[src/hw/rtl/fpr_pkg.sv]
// shared types and constants for the fifo page replacement block
package fpr_pkg;

   localparam int MAX_FRAMES_DEF = 16;
   localparam int PAGE_BITS_DEF  = 16;

   localparam int PAGE_NUM_W = 16;
   localparam int SLOT_OUT_W = 4;
   localparam int COUNT_W    = 16;
   localparam int CSR_W      = 5;

   localparam logic [CSR_W-1:0]   ACTIVE_RESET = 5'd3;
   localparam logic [COUNT_W-1:0] COUNT_MAX    = 16'hFFFF;

   typedef struct packed {
      logic valid;
      logic hit;
      logic ev_valid;
   } token_ctrl_type;

   typedef enum logic [1:0] {
      ST_IDLE,
      ST_SWEEP,
      ST_FINISH
   } state_type;

endpackage

[src/hw/rtl/fpr_req_if.sv]
// request channel carrying one page reference per transfer
interface fpr_req_if
   import fpr_pkg::*;
   ();
   logic                  valid;
   logic                  ready;
   logic [PAGE_NUM_W-1:0] page_number;

   modport source (output valid, output page_number, input ready);
   modport sink   (input valid, input page_number, output ready);
endinterface

[src/hw/rtl/fpr_rsp_if.sv]
// response channel carrying one lookup result per transfer
interface fpr_rsp_if
   import fpr_pkg::*;
   ();
   logic                  valid;
   logic                  ready;
   logic                  page_fault;
   logic [SLOT_OUT_W-1:0] slot_used;
   logic                  evicted_valid;
   logic [PAGE_NUM_W-1:0] evicted_page;
   logic [COUNT_W-1:0]    fault_total;

   modport source (output valid, output page_fault, output slot_used, output evicted_valid,
                   output evicted_page, output fault_total, input ready);
   modport sink   (input valid, input page_fault, input slot_used, input evicted_valid,
                   input evicted_page, input fault_total, output ready);
endinterface

[src/hw/rtl/fpr_cell.sv]
// one page frame cell: holds a frame, checks the passing probe, forwards it
module fpr_cell
   import fpr_pkg::*;
#(
   parameter int PAGE_W = 16,
   parameter int SLOT_W = 4,
   parameter int CNT_W  = 5,
   parameter int INDEX  = 0
) (
   input  logic              clock,
   input  logic              reset,
   input  logic              clear,
   input  logic              wr_en,
   input  logic [PAGE_W-1:0] wr_page,
   input  logic [SLOT_W-1:0] oldest,
   input  logic [CNT_W-1:0]  frames,
   input  token_ctrl_type    in_ctrl,
   input  logic [PAGE_W-1:0] in_page,
   input  logic [SLOT_W-1:0] in_slot,
   input  logic [PAGE_W-1:0] in_ev_page,
   output token_ctrl_type    out_ctrl,
   output logic [PAGE_W-1:0] out_page,
   output logic [SLOT_W-1:0] out_slot,
   output logic [PAGE_W-1:0] out_ev_page
);

   localparam logic [SLOT_W-1:0] MY_SLOT  = SLOT_W'(INDEX);
   localparam logic [CNT_W-1:0]  MY_COUNT = CNT_W'(INDEX);

   logic              valid_ff, valid_in;
   logic [PAGE_W-1:0] page_ff, page_in;
   token_ctrl_type    ctrl_ff, ctrl_in;
   logic [PAGE_W-1:0] tok_page_ff;
   logic [SLOT_W-1:0] tok_slot_ff, tok_slot_in;
   logic [PAGE_W-1:0] tok_ev_ff, tok_ev_in;

   logic active;
   logic match;
   logic is_oldest;

   assign active    = MY_COUNT < frames;
   assign match     = in_ctrl.valid && !in_ctrl.hit && active && valid_ff && (page_ff == in_page);
   assign is_oldest = in_ctrl.valid && (oldest == MY_SLOT);

   always_comb begin
      valid_in = valid_ff;
      page_in  = page_ff;
      if (clear) begin
         valid_in = 1'b0;
      end else if (wr_en && (oldest == MY_SLOT)) begin
         valid_in = 1'b1;
         page_in  = wr_page;
      end
   end

   always_comb begin
      ctrl_in     = in_ctrl;
      tok_slot_in = in_slot;
      tok_ev_in   = in_ev_page;
      if (match) begin
         ctrl_in.hit = 1'b1;
         tok_slot_in = MY_SLOT;
      end
      if (is_oldest) begin
         ctrl_in.ev_valid = valid_ff;
         tok_ev_in        = valid_ff ? page_ff : '0;
      end
   end

   always_ff @(posedge clock) begin
      if (reset) begin
         valid_ff <= 1'b0;
         ctrl_ff  <= '0;
      end else begin
         valid_ff <= valid_in;
         ctrl_ff  <= ctrl_in;
      end
   end

   always_ff @(posedge clock) begin
      page_ff     <= page_in;
      tok_page_ff <= in_page;
      tok_slot_ff <= tok_slot_in;
      tok_ev_ff   <= tok_ev_in;
   end

   assign out_ctrl    = ctrl_ff;
   assign out_page    = tok_page_ff;
   assign out_slot    = tok_slot_ff;
   assign out_ev_page = tok_ev_ff;

endmodule

[src/hw/rtl/fifo_page_replacement.sv]
// fifo page replacement: a lookup probe walks a chain of frame cells, one per cycle
// a probe passes each frame cell register, then the finish and response registers
// one reference at a time: a new request is taken once the last is in the output register
// a finished response waits in its output register while the next request is taken
// reset: synchronous, clears frames, oldest pointer and fault count, frame count to 3
module fifo_page_replacement
   import fpr_pkg::*;
#(
   parameter int MAX_FRAMES = MAX_FRAMES_DEF,
   parameter int PAGE_BITS  = PAGE_BITS_DEF
) (
   input  logic             clock,
   input  logic             reset,
   fpr_req_if.sink          req,
   fpr_rsp_if.source        rsp,
   input  logic             csr_wr_en,
   input  logic [CSR_W-1:0] csr_wr_data
);

   localparam int PAGE_W = (PAGE_BITS < PAGE_NUM_W) ? PAGE_BITS : PAGE_NUM_W;
   localparam int SLOT_W = (MAX_FRAMES > 1) ? $clog2(MAX_FRAMES) : 1;
   localparam int CNT_W  = $clog2(MAX_FRAMES + 1);

   function automatic logic [CNT_W-1:0] clamp_frames(input logic [CSR_W-1:0] v);
      logic [CNT_W-1:0] r;
      if (v == '0) begin
         r = CNT_W'(1);
      end else if (int'(v) > MAX_FRAMES) begin
         r = CNT_W'(MAX_FRAMES);
      end else begin
         r = CNT_W'(v);
      end
      return r;
   endfunction

   state_type         state_ff, state_in;
   logic [CNT_W-1:0]  frames_ff, frames_in;
   logic [SLOT_W-1:0] oldest_ff, oldest_in;
   logic [COUNT_W-1:0] count_ff, count_in;

   token_ctrl_type    fin_ctrl_ff, fin_ctrl_in;
   logic [PAGE_W-1:0] fin_page_ff, fin_page_in;
   logic [SLOT_W-1:0] fin_slot_ff, fin_slot_in;
   logic [PAGE_W-1:0] fin_ev_ff, fin_ev_in;

   logic                  rsp_valid_ff, rsp_valid_in;
   logic                  rsp_fault_ff, rsp_fault_in;
   logic [SLOT_OUT_W-1:0] rsp_slot_ff, rsp_slot_in;
   logic                  rsp_ev_valid_ff, rsp_ev_valid_in;
   logic [PAGE_NUM_W-1:0] rsp_ev_page_ff, rsp_ev_page_in;
   logic [COUNT_W-1:0]    rsp_total_ff, rsp_total_in;

   token_ctrl_type    chain_ctrl    [MAX_FRAMES+1];
   logic [PAGE_W-1:0] chain_page    [MAX_FRAMES+1];
   logic [SLOT_W-1:0] chain_slot    [MAX_FRAMES+1];
   logic [PAGE_W-1:0] chain_ev_page [MAX_FRAMES+1];

   logic              req_accept;
   logic              out_free;
   logic              wr_en;
   logic [CNT_W-1:0]  oldest_next;
   logic [SLOT_W-1:0] slot_sel;
   logic [31:0]       slot_wide;

   assign req_accept = req.valid && req.ready;
   assign out_free   = !rsp_valid_ff || rsp.ready;

   assign chain_ctrl[0]    = '{valid: req_accept, hit: 1'b0, ev_valid: 1'b0};
   assign chain_page[0]    = req.page_number[PAGE_W-1:0];
   assign chain_slot[0]    = '0;
   assign chain_ev_page[0] = '0;

   for (genvar k = 0; k < MAX_FRAMES; k++) begin : g_cell
      fpr_cell #(
         .PAGE_W (PAGE_W),
         .SLOT_W (SLOT_W),
         .CNT_W  (CNT_W),
         .INDEX  (k)
      ) u_cell (
         .clock       (clock),
         .reset       (reset),
         .clear       (csr_wr_en),
         .wr_en       (wr_en),
         .wr_page     (fin_page_ff),
         .oldest      (oldest_ff),
         .frames      (frames_ff),
         .in_ctrl     (chain_ctrl[k]),
         .in_page     (chain_page[k]),
         .in_slot     (chain_slot[k]),
         .in_ev_page  (chain_ev_page[k]),
         .out_ctrl    (chain_ctrl[k+1]),
         .out_page    (chain_page[k+1]),
         .out_slot    (chain_slot[k+1]),
         .out_ev_page (chain_ev_page[k+1])
      );
   end

   assign oldest_next = CNT_W'(oldest_ff) + CNT_W'(1);
   assign slot_sel    = fin_ctrl_ff.hit ? fin_slot_ff : oldest_ff;
   assign slot_wide   = 32'(slot_sel);

   always_comb begin
      state_in        = state_ff;
      frames_in       = frames_ff;
      oldest_in       = oldest_ff;
      count_in        = count_ff;
      fin_ctrl_in     = fin_ctrl_ff;
      fin_page_in     = fin_page_ff;
      fin_slot_in     = fin_slot_ff;
      fin_ev_in       = fin_ev_ff;
      rsp_valid_in    = rsp_valid_ff && !rsp.ready;
      rsp_fault_in    = rsp_fault_ff;
      rsp_slot_in     = rsp_slot_ff;
      rsp_ev_valid_in = rsp_ev_valid_ff;
      rsp_ev_page_in  = rsp_ev_page_ff;
      rsp_total_in    = rsp_total_ff;
      wr_en           = 1'b0;

      case (state_ff)
         ST_IDLE: begin
            if (req_accept) begin
               state_in = ST_SWEEP;
            end
         end
         ST_SWEEP: begin
            if (chain_ctrl[MAX_FRAMES].valid) begin
               fin_ctrl_in = chain_ctrl[MAX_FRAMES];
               fin_page_in = chain_page[MAX_FRAMES];
               fin_slot_in = chain_slot[MAX_FRAMES];
               fin_ev_in   = chain_ev_page[MAX_FRAMES];
               state_in    = ST_FINISH;
            end
         end
         ST_FINISH: begin
            if (out_free) begin
               if (!fin_ctrl_ff.hit) begin
                  wr_en     = 1'b1;
                  oldest_in = (oldest_next >= frames_ff) ? '0 : SLOT_W'(oldest_next);
                  if (count_ff != COUNT_MAX) begin
                     count_in = count_ff + COUNT_W'(1);
                  end
               end
               rsp_valid_in    = 1'b1;
               rsp_fault_in    = !fin_ctrl_ff.hit;
               rsp_slot_in     = slot_wide[SLOT_OUT_W-1:0];
               rsp_ev_valid_in = !fin_ctrl_ff.hit && fin_ctrl_ff.ev_valid;
               rsp_ev_page_in  = (!fin_ctrl_ff.hit && fin_ctrl_ff.ev_valid) ?
                                 PAGE_NUM_W'(fin_ev_ff) : '0;
               rsp_total_in    = count_in;
               state_in        = ST_IDLE;
            end
         end
         default: begin
            state_in = ST_IDLE;
         end
      endcase

      if (csr_wr_en) begin
         frames_in = clamp_frames(csr_wr_data);
         oldest_in = '0;
         count_in  = '0;
      end
   end

   always_ff @(posedge clock) begin
      if (reset) begin
         state_ff     <= ST_IDLE;
         frames_ff    <= clamp_frames(ACTIVE_RESET);
         oldest_ff    <= '0;
         count_ff     <= '0;
         rsp_valid_ff <= 1'b0;
      end else begin
         state_ff     <= state_in;
         frames_ff    <= frames_in;
         oldest_ff    <= oldest_in;
         count_ff     <= count_in;
         rsp_valid_ff <= rsp_valid_in;
      end
   end

   always_ff @(posedge clock) begin
      fin_ctrl_ff     <= fin_ctrl_in;
      fin_page_ff     <= fin_page_in;
      fin_slot_ff     <= fin_slot_in;
      fin_ev_ff       <= fin_ev_in;
      rsp_fault_ff    <= rsp_fault_in;
      rsp_slot_ff     <= rsp_slot_in;
      rsp_ev_valid_ff <= rsp_ev_valid_in;
      rsp_ev_page_ff  <= rsp_ev_page_in;
      rsp_total_ff    <= rsp_total_in;
   end

   assign req.ready         = (state_ff == ST_IDLE);
   assign rsp.valid         = rsp_valid_ff;
   assign rsp.page_fault    = rsp_fault_ff;
   assign rsp.slot_used     = rsp_slot_ff;
   assign rsp.evicted_valid = rsp_ev_valid_ff;
   assign rsp.evicted_page  = rsp_ev_page_ff;
   assign rsp.fault_total   = rsp_total_ff;

endmodule

[src/flat_wrapper.sv]
// flat-port wrapper written by rule: the top's interface ports become plain ports
module fifo_page_replacement_flat import fpr_pkg::*;
#(
   parameter int MAX_FRAMES = MAX_FRAMES_DEF,
   parameter int PAGE_BITS  = PAGE_BITS_DEF
)
  (clock, reset, csr_wr_en, csr_wr_data, req_valid, req_page_number, req_ready, rsp_valid, rsp_page_fault, rsp_slot_used, rsp_evicted_valid, rsp_evicted_page, rsp_fault_total, rsp_ready);
  fpr_req_if req_i ();
  fpr_rsp_if rsp_i ();
  input  logic clock;
  input  logic reset;
  input  logic csr_wr_en;
  input  logic [CSR_W-1:0] csr_wr_data;
  input wire logic [$bits(req_i.valid)-1:0] req_valid;
  input wire logic [$bits(req_i.page_number)-1:0] req_page_number;
  output wire logic [$bits(req_i.ready)-1:0] req_ready;
  output wire logic [$bits(rsp_i.valid)-1:0] rsp_valid;
  output wire logic [$bits(rsp_i.page_fault)-1:0] rsp_page_fault;
  output wire logic [$bits(rsp_i.slot_used)-1:0] rsp_slot_used;
  output wire logic [$bits(rsp_i.evicted_valid)-1:0] rsp_evicted_valid;
  output wire logic [$bits(rsp_i.evicted_page)-1:0] rsp_evicted_page;
  output wire logic [$bits(rsp_i.fault_total)-1:0] rsp_fault_total;
  input wire logic [$bits(rsp_i.ready)-1:0] rsp_ready;
  assign req_i.valid = req_valid;
  assign req_i.page_number = req_page_number;
  assign req_ready = req_i.ready;
  assign rsp_valid = rsp_i.valid;
  assign rsp_page_fault = rsp_i.page_fault;
  assign rsp_slot_used = rsp_i.slot_used;
  assign rsp_evicted_valid = rsp_i.evicted_valid;
  assign rsp_evicted_page = rsp_i.evicted_page;
  assign rsp_fault_total = rsp_i.fault_total;
  assign rsp_i.ready = rsp_ready;
  fifo_page_replacement #(.MAX_FRAMES(MAX_FRAMES), .PAGE_BITS(PAGE_BITS)) u_core (.clock(clock), .reset(reset), .req(req_i), .rsp(rsp_i), .csr_wr_en(csr_wr_en), .csr_wr_data(csr_wr_data));
endmodule
[config.mk]
export PLATFORM = sky130hd
export DESIGN_NAME = fifo_page_replacement_flat
export DESIGN_NICKNAME = d
export VERILOG_FILES = /design/src/hw/rtl/fpr_pkg.sv /design/src/hw/rtl/fpr_req_if.sv /design/src/hw/rtl/fpr_rsp_if.sv /design/src/hw/rtl/fpr_cell.sv /design/src/hw/rtl/fifo_page_replacement.sv /design/src/flat_wrapper.sv
export SDC_FILE = /design/constraint.sdc
export NUM_CORES = 1
export LEC_CHECK = 0
export BUFFER_PORTS_ARGS = -buffer_cell sky130_fd_sc_hd__buf_2
export CORE_AREA = 2 2 376 378
export DETAILED_ROUTE_END_ITERATION = 6
export DIE_AREA = 0 0 378 380
export PLACE_DENSITY_LB_ADDON = 0.08
export SLEW_MARGIN = 20
export SYNTH_ARGS = -nofsm -noshare
export SYNTH_HDL_FRONTEND = slang
export SYNTH_SLANG_ARGS = --single-unit
[constraint.sdc]
create_clock -name clock -period 6.5 [get_ports clock]
set_input_delay 0.65 -clock clock [delete_from_list [all_inputs] [get_ports clock]]
set_output_delay 0.65 -clock clock [all_outputs]
set_load 0.02 [all_outputs]
==> impl_metrics.toml, run 1 <==
[grt]
grt_pass1_wl_um = 138000
antenna_found_initial = 8
gr-total-overflow = 0
grt_usage_pct = 13.3
grt_max_degree = 47
grt_pass1_vias = 19346

[clock_network]
cts_buffers = 108
clkSinkCount = 985
postCtsSetupBuffers = 0
ctsResizeCount = 0
cts_buffer_depth = 3
clk_latency_ns = 0.71
cts_tree = "yes"
cts_hold_buf = 2
cts.clk_slew.worst_paths_ns = 0.06
cts_root_buf = "clkbuf_16"
cts_htree_levels = 3

[placement]
io_buffer_count = 65
dp.cells = 4398
place_congestion = 0.753
dp_hpwl_um = 65800
place_area_um2 = 34500

[worst_setup_path]
path_max_fanout = 46
crit_family = "simple AND/OR/NAND/NOR gates"
crit_chain = "nor2b_1 -> nand2_1 -> inv_2 -> buf_4 -> nand2_1 -> nor3_2 -> buf_4"
critPathMaxStageDelay_ns = 0.48
cp.depth = 7
cp_slowest_cell = "buf_4"
path_buf_inv = 3
worstRegToRegCells = 7
worstSetupStartpointType = "flip-flop"
worstPathRequired_ns = 6.89
path_class = "reg2reg"
arrival_ns = 3.37
end_kind = "flip-flop"

[synthesis]
ys_seq_area_share_pct = 72.3
ys_ff_latch = 985
yosysWarnings = 0
synth.most_common_cell = "dfxtp_1"
yosysTopAreaCellShare_pct = 41.0
syn-cell-area_um2 = 31900
synth_cell_type_count = 57
async_flop_share_pct = 0
synth_edf_count = 332
synth_commonest_cells = "653 x dfxtp_1, 427 x nand2_1, 332 x edfxtp_1, 208 x o21ai_0, 172 x xor2_1"
synth_area_per_cell_um2 = 12.7
syn-num-nets = 2556
synth.largest_area_cell = "dfxtp_1"
ys.flop_type = "dfxtp_1"
netlist_instances = 2520
synth_area_leaders = "dfxtp_1 41%, edfxtp_1 31%, nand2_1 5.0%"

[die]
io_pins = 66
fp.coreArea_um2 = 139000
start_util_pct = 22.9
dieArea_um2 = 144000
die_x_um = 378
fp-row-count = 137
die_y_um = 380

[power]
power.share.sequential_pct = 50.5
switchingPower_uw = 2750
p_leak_uw = 0.0133
p_per_area_nw_per_um2 = 337
clockPowerShare_pct = 48.4
internal_power_uw = 10100
peakVddDrop_mv = 0.203
p_total_uw = 12900
combPwrFrac_pct = 1.1
switching_share_pct = 21.4

[timing]
hold_viol = 0
slew_violations = 0
clock_skew_ns = 0.0260
tns_ns = 0
tightest_slew_ns = 0.987
min_period_ns = 2.98
maxSlewHeadroom_pct = 33.6
fmax_mhz = 336
fin_crit_sh_pct = 45.8
grt_setup_unrepaired = "false"
finalSetupViolations = 0

[routing]
wl_per_cell_um = 20.8
totalWireLength_um = 95900
drtIter0Drc = 1073
vias = 18437
via_per_inst = 4.00
antenna_left = 0
first_pass_iters = 5
drc_errors = 0

[finish]
final_util_pct = 27.4
final_layout_size_suffix_gt1_share_pct = 12.1
area_delta_synth_final_pct = 19.8
multi_input_area_um2 = 8450
ff_latch_area_um2 = 23000
nets = 2670
stdcell_area_um2 = 38200
fillers = 14448
final_cells = 4606

[hold_path]
holdPathStages = 1
hold_class = "in2reg"

[outcome]
status = "completed"

[job]
drv_cap = 0
-- final cells by class --
cell class                      instances  share of cell area [%]
Antenna cell                            2                  0.0131
Inverter                               16                   0.157
Clock buffer                          163                    8.66
Multi-Input combinational cell       1419                    22.1
Timing Repair Buffer                  104                    1.63
Sequential cell                       985                    60.3
Tap cell                             1876                    6.15
Clock inverter                         41                   0.917
-- cell usage in the layout (no fill, tap or decap), types with 4 or more instances in the layout --
cell,netlist,routed
nand2_1,427,427
nand3b_1,4,4
nor2_1,68,63
o21a_1,6,6
nand4_1,28,28
a21oi_1,20,20
or3_1,4,4
nor2_2,1,5
nor3_1,33,29
clkinv_2,0,22
clkbuf_16,0,115
nand2b_1,15,15
a2111oi_0,6,6
a22o_1,51,51
nor4_1,44,44
inv_1,14,14
ha_1,10,10
inv_6,0,4
nor3_2,2,6
o21ai_0,208,208
edfxtp_1,332,332
mux2_2,5,5
xnor2_1,107,107
buf_4,0,37
nand3_2,0,6
buf_2,14,65
or2_2,19,19
clkbuf_1,83,23
nor2b_1,32,31
and2_1,42,42
and3_1,12,12
a31oi_1,16,16
clkinv_1,2,6
clkbuf_8,0,25
mux2i_1,13,13
or2b_1,4,4
dfxtp_1,653,653
nand3_1,36,30
xor2_1,172,172
-- worst paths after layout --
path	start	to	slack (ns)
worst max register to register	u_core.state_ff[1]	u_core.g_cell[0].u_cell.page_ff[12]	3.52
worst min register to register	u_core.g_cell[2].u_cell.out_page[13]	u_core.g_cell[3].u_cell.out_page[13]	0.36
worst min-delay path	req_page_number[7]	u_core.g_cell[0].u_cell.out_page[7]	0.08
worst max-delay path	u_core.state_ff[1]	u_core.g_cell[0].u_cell.page_ff[12]	3.52
-- cells by family (layout without fill, tap and decap cells) --
group / Yosys count / after routing / share of synthesized area (%)
flip-flops: 985 / 985 / 72.3
AND/OR/NAND/NOR: 785 / 785 / 11.5
AO/OA/AOI/OAI: 327 / 327 / 6.19
XOR/XNOR: 279 / 279 / 7.66
buffers and inverters: 116 / 324 / 1.42
multiplexers: 18 / 18 / 0.585
adder cells (fa/ha/maj): 10 / 10 / 0.392
other: 0 / 2 / 0
-- through the flow --
| step | setup WS [ns] | hold WS (ns) |
|---|---|---|
| global route | 3.21 | 0.0235 |
| detailed placement | 3.19 | 0.355 |
| global placement | 3.20 | 0.352 |
| finish | 3.52 | 0.0769 |
| CTS | 3.45 | 0.00308 |
| floorplan | 3.14 | 0.349 |
-- sequential cells by signal, summed over array words and instances, names as in the netlist --
| name | flops |
|---|---|
| u_core.count_ff | 16 |
| u_core.fin_ctrl_ff | 2 |
| u_core.fin_ev_ff | 16 |
| u_core.fin_page_ff | 16 |
| u_core.fin_slot_ff | 4 |
| u_core.frames_ff | 5 |
| u_core.g_cell.u_cell.out_ctrl | 48 |
| u_core.g_cell.u_cell.out_ev_page | 256 |
| u_core.g_cell.u_cell.out_page | 256 |
| u_core.g_cell.u_cell.out_slot | 49 |
| u_core.g_cell.u_cell.page_ff | 256 |
| u_core.g_cell.u_cell.valid_ff | 16 |
| u_core.oldest_ff | 4 |
| u_core.rsp.evicted_page | 16 |
| u_core.rsp.evicted_valid | 1 |
| u_core.rsp.fault_total | 16 |
| u_core.rsp.page_fault | 1 |
| u_core.rsp.slot_used | 4 |
| u_core.rsp.valid | 1 |
| u_core.state_ff | 2 |
-- layer usage --
metal | wire length [um] | part of all wire, % | track usage [%] | up-vias
li1 | - | - | - | 8882
met1 | 43300 | 45 | 17.4 | 9121
met2 | 47000 | 49 | 22.4 | 315
met3 | 3730 | 3.9 | 2.44 | 119
met4 | 1870 | 1.9 | 3.25 | 0
met5 | 0 | 0 | 0 | -
-- power groups by stage --
stage / clock network, uW / logic [uW] / registers (uW)
final: 6220 / 140 / 6500
after global placement: 0 / 141 / 6640
after floorplan: 0 / 81.9 / 6590
after detailed placement: 0 / 141 / 6640
after CTS: 6430 / 143 / 6500
after global routing: 6680 / 152 / 6510
Power figures use the tool's default switching activity.
==> run 2: changes to the inputs <==
--- a/config.mk
+++ b/config.mk
@@ -5,10 +5,11 @@
 export SDC_FILE = /design/constraint.sdc
 export NUM_CORES = 1
 export LEC_CHECK = 0
+export ABC_AREA = 1
 export BUFFER_PORTS_ARGS = -buffer_cell sky130_fd_sc_hd__buf_2
-export CORE_AREA = 2 2 376 378
+export CORE_AREA = 2 2 385 387
 export DETAILED_ROUTE_END_ITERATION = 6
-export DIE_AREA = 0 0 378 380
+export DIE_AREA = 0 0 387 389
 export PLACE_DENSITY_LB_ADDON = 0.08
 export SLEW_MARGIN = 20
 export SYNTH_ARGS = -nofsm -noshare
==> constraint.sdc (replaced) <==
create_clock -name clock -period 2.4 [get_ports clock]
set_input_delay 0.24 -clock clock [delete_from_list [all_inputs] [get_ports clock]]
set_output_delay 0.24 -clock clock [all_outputs]
set_load 0.02 [all_outputs]
==> run 2 against run 1 <==
  * Combinational power rose to 3.8 times the previous value
  * Largest cell class unchanged
  * Die area rose by 4.8%
  * Synthesized cell count up 34%
  * Critical endpoint is now u_core.frames_ff[1]
  * Sequential power increased to 2.7 times the previous value
  * Global-route usage up 0.66 points
==> impl_metrics.toml, run 2 <==
[die]
die_y_um = 389
start_util_pct = 22.9
fp-row-count = 141
fp.coreArea_um2 = 147000
io_pins = 66
die_x_um = 387
dieArea_um2 = 151000

[routing]
via_per_inst = 3.90
vias = 21985
antenna_left = 0
drtIter0Drc = 1359
first_pass_iters = 5
wl_per_cell_um = 18.7
drc_errors = 0
totalWireLength_um = 105000

[placement]
place_ws_ns = 0.370
place_congestion = 0.766
place_area_um2 = 36700
io_buffer_count = 65
dp_hpwl_um = 76600

[timing]
clock_skew_ns = 0.0339
fin_crit_sh_pct = 89.0
grt_setup_unrepaired = "false"
maxSlewHeadroom_pct = 57.7
hold_viol = 0
slew_violations = 0
setup_slack_ns = 0.263
finalSetupViolations = 0
tns_ns = 0
fmax_mhz = 468
tightest_slew_ns = 0.633
min_period_ns = 2.14
whs_ns = 0.173

[hold_path]
holdPathStages = 2
hold_class = "in2reg"

[clock_network]
clk_latency_ns = 0.72
cts_tree = "yes"
ctsResizeCount = 0
cts_htree_levels = 3
cts_buffers = 112
cts_root_buf = "clkbuf_16"
clkSinkCount = 985
cts.clk_slew.worst_paths_ns = 0.06
cts_buffer_depth = 3

[worst_setup_path]
cp_slowest_cell = "dlygate4sd3_1"
worstSetupStartpointType = "input pin"
worstRegToRegCells = 6
worstPathRequired_ns = 3.04
end_kind = "flip-flop"
path_class = "in2reg"
path_buf_inv = 5
arrival_ns = 2.78
cp.depth = 8
path_common_cell = "dlygate4sd3_1"
critPathMaxStageDelay_ns = 0.57
crit_chain = "dlygate4sd3_1 -> buf_2 -> inv_1 -> nor2_1 -> nand2_1 -> dlygate4sd3_1 -> o211ai_1 -> dlygate4sd3_1"
crit_family = "buffers and inverters"
path_max_fanout = 11

[finish]
final_util_pct = 27.8
area_delta_synth_final_pct = 21.7
final_cell_mix = "958 x nand2_1, 653 x dfxtp_1, 460 x inv_1, 332 x edfxtp_1, 261 x nor2_1"
final_common_cell = "nand2_1"
nets = 3643
stdcell_area_um2 = 40800
final_layout_size_suffix_gt1_share_pct = 9.77

[synthesis]
async_flop_share_pct = 0
synth_area_leaders = "dfxtp_1 39%, edfxtp_1 30%, nand2_1 11%"
ys_seq_area_share_pct = 68.8
synth_commonest_cells = "958 x nand2_1, 653 x dfxtp_1, 462 x inv_1, 332 x edfxtp_1, 262 x nor2_1"
yosysTopAreaCellShare_pct = 39.0
syn-cell-area_um2 = 33500
synth_edf_count = 332
netlist_instances = 3370
ys.flop_type = "dfxtp_1"
synth_cell_type_count = 38
ys_ff_latch = 985
yosysWarnings = 0
synth.most_common_cell = "nand2_1"
synth.largest_area_cell = "dfxtp_1"
syn-num-nets = 3406
synth_area_per_cell_um2 = 9.94

[power]
p_per_area_nw_per_um2 = 875
peakVddDrop_mv = 0.548
p_leak_uw = 0.0168

[grt]
gr-total-overflow = 0
grt_max_degree = 45
grt_pass1_wl_um = 152000
grt_pass1_vias = 22405
grt_usage_pct = 14.0
antenna_found_initial = 12

[job]
drv_cap = 0

[outcome]
status = "completed"
## run 2: final cells by class
type | count | area, um2
Fill cell | 15376 | 106000
Inverter | 477 | 1790
Antenna cell | 4 | 10.0
Clock buffer | 157 | 3200
Tap cell | 1930 | 2410
Clock inverter | 55 | 608
Sequential cell | 985 | 23000
Timing Repair Buffer | 178 | 1280
Multi-Input combinational cell | 1853 | 8430
## run 2: cells by family (layout without fill, tap and decap cells)
| logic type | Yosys count | after routing | share of synthesized area [%] |
|---|---|---|---|
| flops | 985 | 985 | 68.8 |
| fa+ha+maj | 10 | 10 | 0.373 |
| compound gates | 317 | 317 | 5.02 |
| buf+inv | 532 | 867 | 6.06 |
| xor+xnor | 96 | 96 | 2.51 |
| simple gates | 1430 | 1430 | 17.3 |
| other cells | 0 | 4 | 0 |
## run 2: metrics by stage
stage | instances | total power (uW)
6_report | 5639 | 35700
5_1_grt | 5635 | 37000
4_1_cts | 5635 | 36300
3_5_place_dp | 5392 | 18500
3_3_place_gp | 5392 | 18500
2_1_floorplan | 3370 | 18200
## run 2: report_power, final
group | internal [uW] | switching, uW | total, uW
Sequential | 17400 | 239 | 17600
Combinational | 213 | 321 | 534
Clock | 10300 | 7220 | 17500
## run 2: final timing paths
| check | from | to | slack (ns) |
|---|---|---|---|
| worst max register to register | u_core.oldest_ff[0] | u_core.g_cell[11].u_cell.page_ff[15] | 0.37 |
| worst min register to register | u_core.g_cell[12].u_cell.out_page[1] | u_core.g_cell[13].u_cell.out_page[1] | 0.35 |
| worst min-delay path | req_page_number[5] | u_core.g_cell[0].u_cell.out_page[5] | 0.17 |
| worst max-delay path | csr_wr_en | u_core.frames_ff[1] | 0.26 |
## run 2: layer usage
metal / GRT usage [%] / vias up / part of all wire (%) / wire (um)
li1: - / 11106 / - / -
met1: 18.2 / 10423 / 46 / 48300
met2: 24.0 / 315 / 49 / 51100
met3: 2.09 / 141 / 3.3 / 3510
met4: 3.67 / 0 / 2.2 / 2290
met5: 0 / - / 0 / 0
## run 2: what timing repair did
item                                   in CTS  in global routing
endpoints found under the hold margin      27                  0
hold buffers                               31                  0
setup buffers                               0                  0
==> run 3: changes to the inputs <==
--- a/config.mk
+++ b/config.mk
@@ -7,11 +7,12 @@
 export LEC_CHECK = 0
 export ABC_AREA = 1
 export BUFFER_PORTS_ARGS = -buffer_cell sky130_fd_sc_hd__buf_2
-export CORE_AREA = 2 2 385 387
+export CORE_AREA = 2 2 395 397
 export DETAILED_ROUTE_END_ITERATION = 6
-export DIE_AREA = 0 0 387 389
+export DIE_AREA = 0 0 397 399
 export PLACE_DENSITY_LB_ADDON = 0.08
 export SLEW_MARGIN = 20
 export SYNTH_ARGS = -nofsm -noshare
 export SYNTH_HDL_FRONTEND = slang
+export SYNTH_HIERARCHICAL = 1
 export SYNTH_SLANG_ARGS = --single-unit
==> run 3 against run 2 <==
  * Via count grew 3.3%
  * Hold slack improved by 0.021 ns
  * Critical endpoint is now u_core/g_cell[12].u_cell/out_slot[1]
  * Core utilization shrank 0.16 points
  * Highest routed layer unchanged
  * Largest power group unchanged
==> impl_metrics.toml, run 3 <==
[synthesis]
synth_cell_type_count = 44
ys_ff_latch = 1000
synth_area_leaders = "dfxtp_1 38%, edfxtp_1 28%, nand2_1 11%"
ys_seq_area_share_pct = 66.2
synth_area_per_cell_um2 = 9.83
async_flop_share_pct = 0
yosysTopAreaCellShare_pct = 38.0
netlist_instances = 3584
ys.flop_type = "dfxtp_1"
synth_commonest_cells = "1,076 x nand2_1, 668 x dfxtp_1, 521 x inv_1, 332 x edfxtp_1, 237 x nor2_1"
synth.most_common_cell = "nand2_1"
synth_edf_count = 332
yosysWarnings = 6
synth.largest_area_cell = "dfxtp_1"
syn-cell-area_um2 = 35200

[placement]
place_congestion = 0.751
io_buffer_count = 65
dp_hpwl_um = 73600

[grt]
grt_pass1_wl_um = 152000
antenna_found_initial = 10
gr-total-overflow = 0
grt_max_degree = 40
grt_usage_pct = 13.1
grt_pass1_vias = 23139

[timing]
tns_ns = 0
maxSlewHeadroom_pct = 59.9
clock_skew_ns = 0.0273
fin_crit_sh_pct = 88.6
hold_viol = 0
tightest_slew_ns = 0.601
grt_setup_unrepaired = "false"
slew_violations = 0
fmax_mhz = 470
finalSetupViolations = 0
whs_ns = 0.193
min_period_ns = 2.13

[routing]
drtIter0Drc = 991
via_per_inst = 3.80
wl_per_cell_um = 17.4
antenna_left = 0
vias = 22716
totalWireLength_um = 104000
drc_errors = 0
first_pass_iters = 5

[worst_setup_path]
worstPathRequired_ns = 3.00
worstSetupStartpointType = "flip-flop"
end_kind = "flip-flop"
path_max_fanout = 9
arrival_ns = 2.73
path_class = "reg2reg"

[hold_path]
hold_class = "in2reg"

[finish]
nets = 3867
final_cell_mix = "1,076 x nand2_1, 668 x dfxtp_1, 520 x inv_1, 332 x edfxtp_1, 221 x nor2_1"
area_delta_synth_final_pct = 20.6
final_layout_size_suffix_gt1_share_pct = 13.7
final_common_cell = "nand2_1"

[clock_network]
cts_root_buf = "clkbuf_16"
clkSinkCount = 1000
cts_tree = "yes"
cts.clk_slew.worst_paths_ns = 0.06
cts_buffers = 115
cts_buffer_depth = 3
clk_latency_ns = 0.72
ctsResizeCount = 0
cts_htree_levels = 3

[die]
dieArea_um2 = 158000
start_util_pct = 22.9
die_x_um = 397
io_pins = 66
fp-row-count = 144
fp.coreArea_um2 = 154000
die_y_um = 399

[power]
peakVddDrop_mv = 0.505
p_leak_uw = 0.0183
p_per_area_nw_per_um2 = 867

[job]
drv_cap = 0

[outcome]
status = "completed"
==> run 3: cell types whose count changed after synthesis, moves of 30 or more <==
cell      before   now
o21ai_1        7    83
o21ai_0      213    83
a21oi_1       72    42
nand3_1      148   100
inv_1        462   521
nor2_2         2    34
nand2_1      958  1076
inv_2         12    47
o21ai_2        0    51
clkbuf_1      36     3
==> run 3: metrics by stage <==
stage | instances | power [uW] | util, % | setup slack [ns] | area [um2]
finish | 5983 | 36900 | 27.7 | 0.273 | 42500
CTS | 5981 | 37600 | 27.7 | 0.271 | 42500
floorplan | 3606 | 19200 | - | 0.0361 | 35400
global route | 5981 | 38400 | 27.7 | 0.0877 | 42500
detailed placement | 5732 | 19800 | 25.0 | 0.284 | 38400
global placement | 5732 | 19800 | 25.0 | 0.281 | 38400
==> run 3: logic make-up (layout without fill, tap and decap cells) <==
family                     count (synthesis)  after routing  share of synthesized area, %
AOI/OAI and AO/OA                        321            321                          5.77
adders and majority gates                  7              7                         0.249
and+or+nand+nor                         1563           1563                          18.7
DFF                                     1000           1000                          66.2
other                                      1             25                        0.0106
buffers and inverters                    620            951                          7.25
xor gates and xnor gates                  72             72                          1.79
==> run 3: cell type report <==
cell class / count / area, um2
Clock buffer: 182 / 3410
Tap cell: 2044 / 2560
Multi-Input combinational cell: 1986 / 9470
Antenna cell: 2 / 5.00
Sequential cell: 1000 / 23300
Inverter: 570 / 2140
Timing Repair Buffer: 161 / 1180
Clock inverter: 38 / 393
Fill cell: 16154 / 111000
==> run 3: where the power goes <==
group / internal, uW / switching (uW) / total, uW
registers: 18000 / 382 / 18400
clock network: 10300 / 7140 / 17400
logic: 415 / 597 / 1010
total: 28700 / 8120 / 36900
==> run 3: final timing paths <==
| kind | startpoint | end | slack (ns) | cells after the start |
|---|---|---|---|---|
| setup / recovery | u_core/frames_ff[1] | u_core/g_cell[12].u_cell/out_slot[1] | 0.27 | 7 |
| hold / removal | req_page_number[13] | u_core/g_cell[0].u_cell/out_page[13] | 0.19 | 2 |
| setup reg to reg | u_core/frames_ff[1] | u_core/g_cell[12].u_cell/out_slot[1] | 0.27 | 7 |
| hold reg to reg | u_core/g_cell[7].u_cell/out_page[13] | u_core/g_cell[8].u_cell/out_page[13] | 0.35 | 0 |
==> run 3: layer usage <==
layer	part of all wire (%)	wire length, um	vias to the layer above	global-route usage [%]
met5	0	0	-	0
met4	2.6	2650	0	3.71
met3	3.1	3190	143	2.04
met2	50	51500	304	23.2
met1	45	46500	10587	16.5
li1	-	-	11682	-
==> run 3: worst max-delay path, stage by stage, from the launching register on <==
cell      delay (ns)
dfxtp_1         0.50
buf_4           0.20
nor2_1          0.05
o21bai_1        0.41
nand2_1         0.10
nor2_1          0.20
nand3_1         0.31
and2_1          0.25
==> run 3: timing repair <==
| action | 4_1_cts | 5_1_grt |
|---|---|---|
| hold buffers | 29 | 0 |
| buffers inserted | 0 | 0 |
| endpoints found under the hold margin | 41 | 0 |
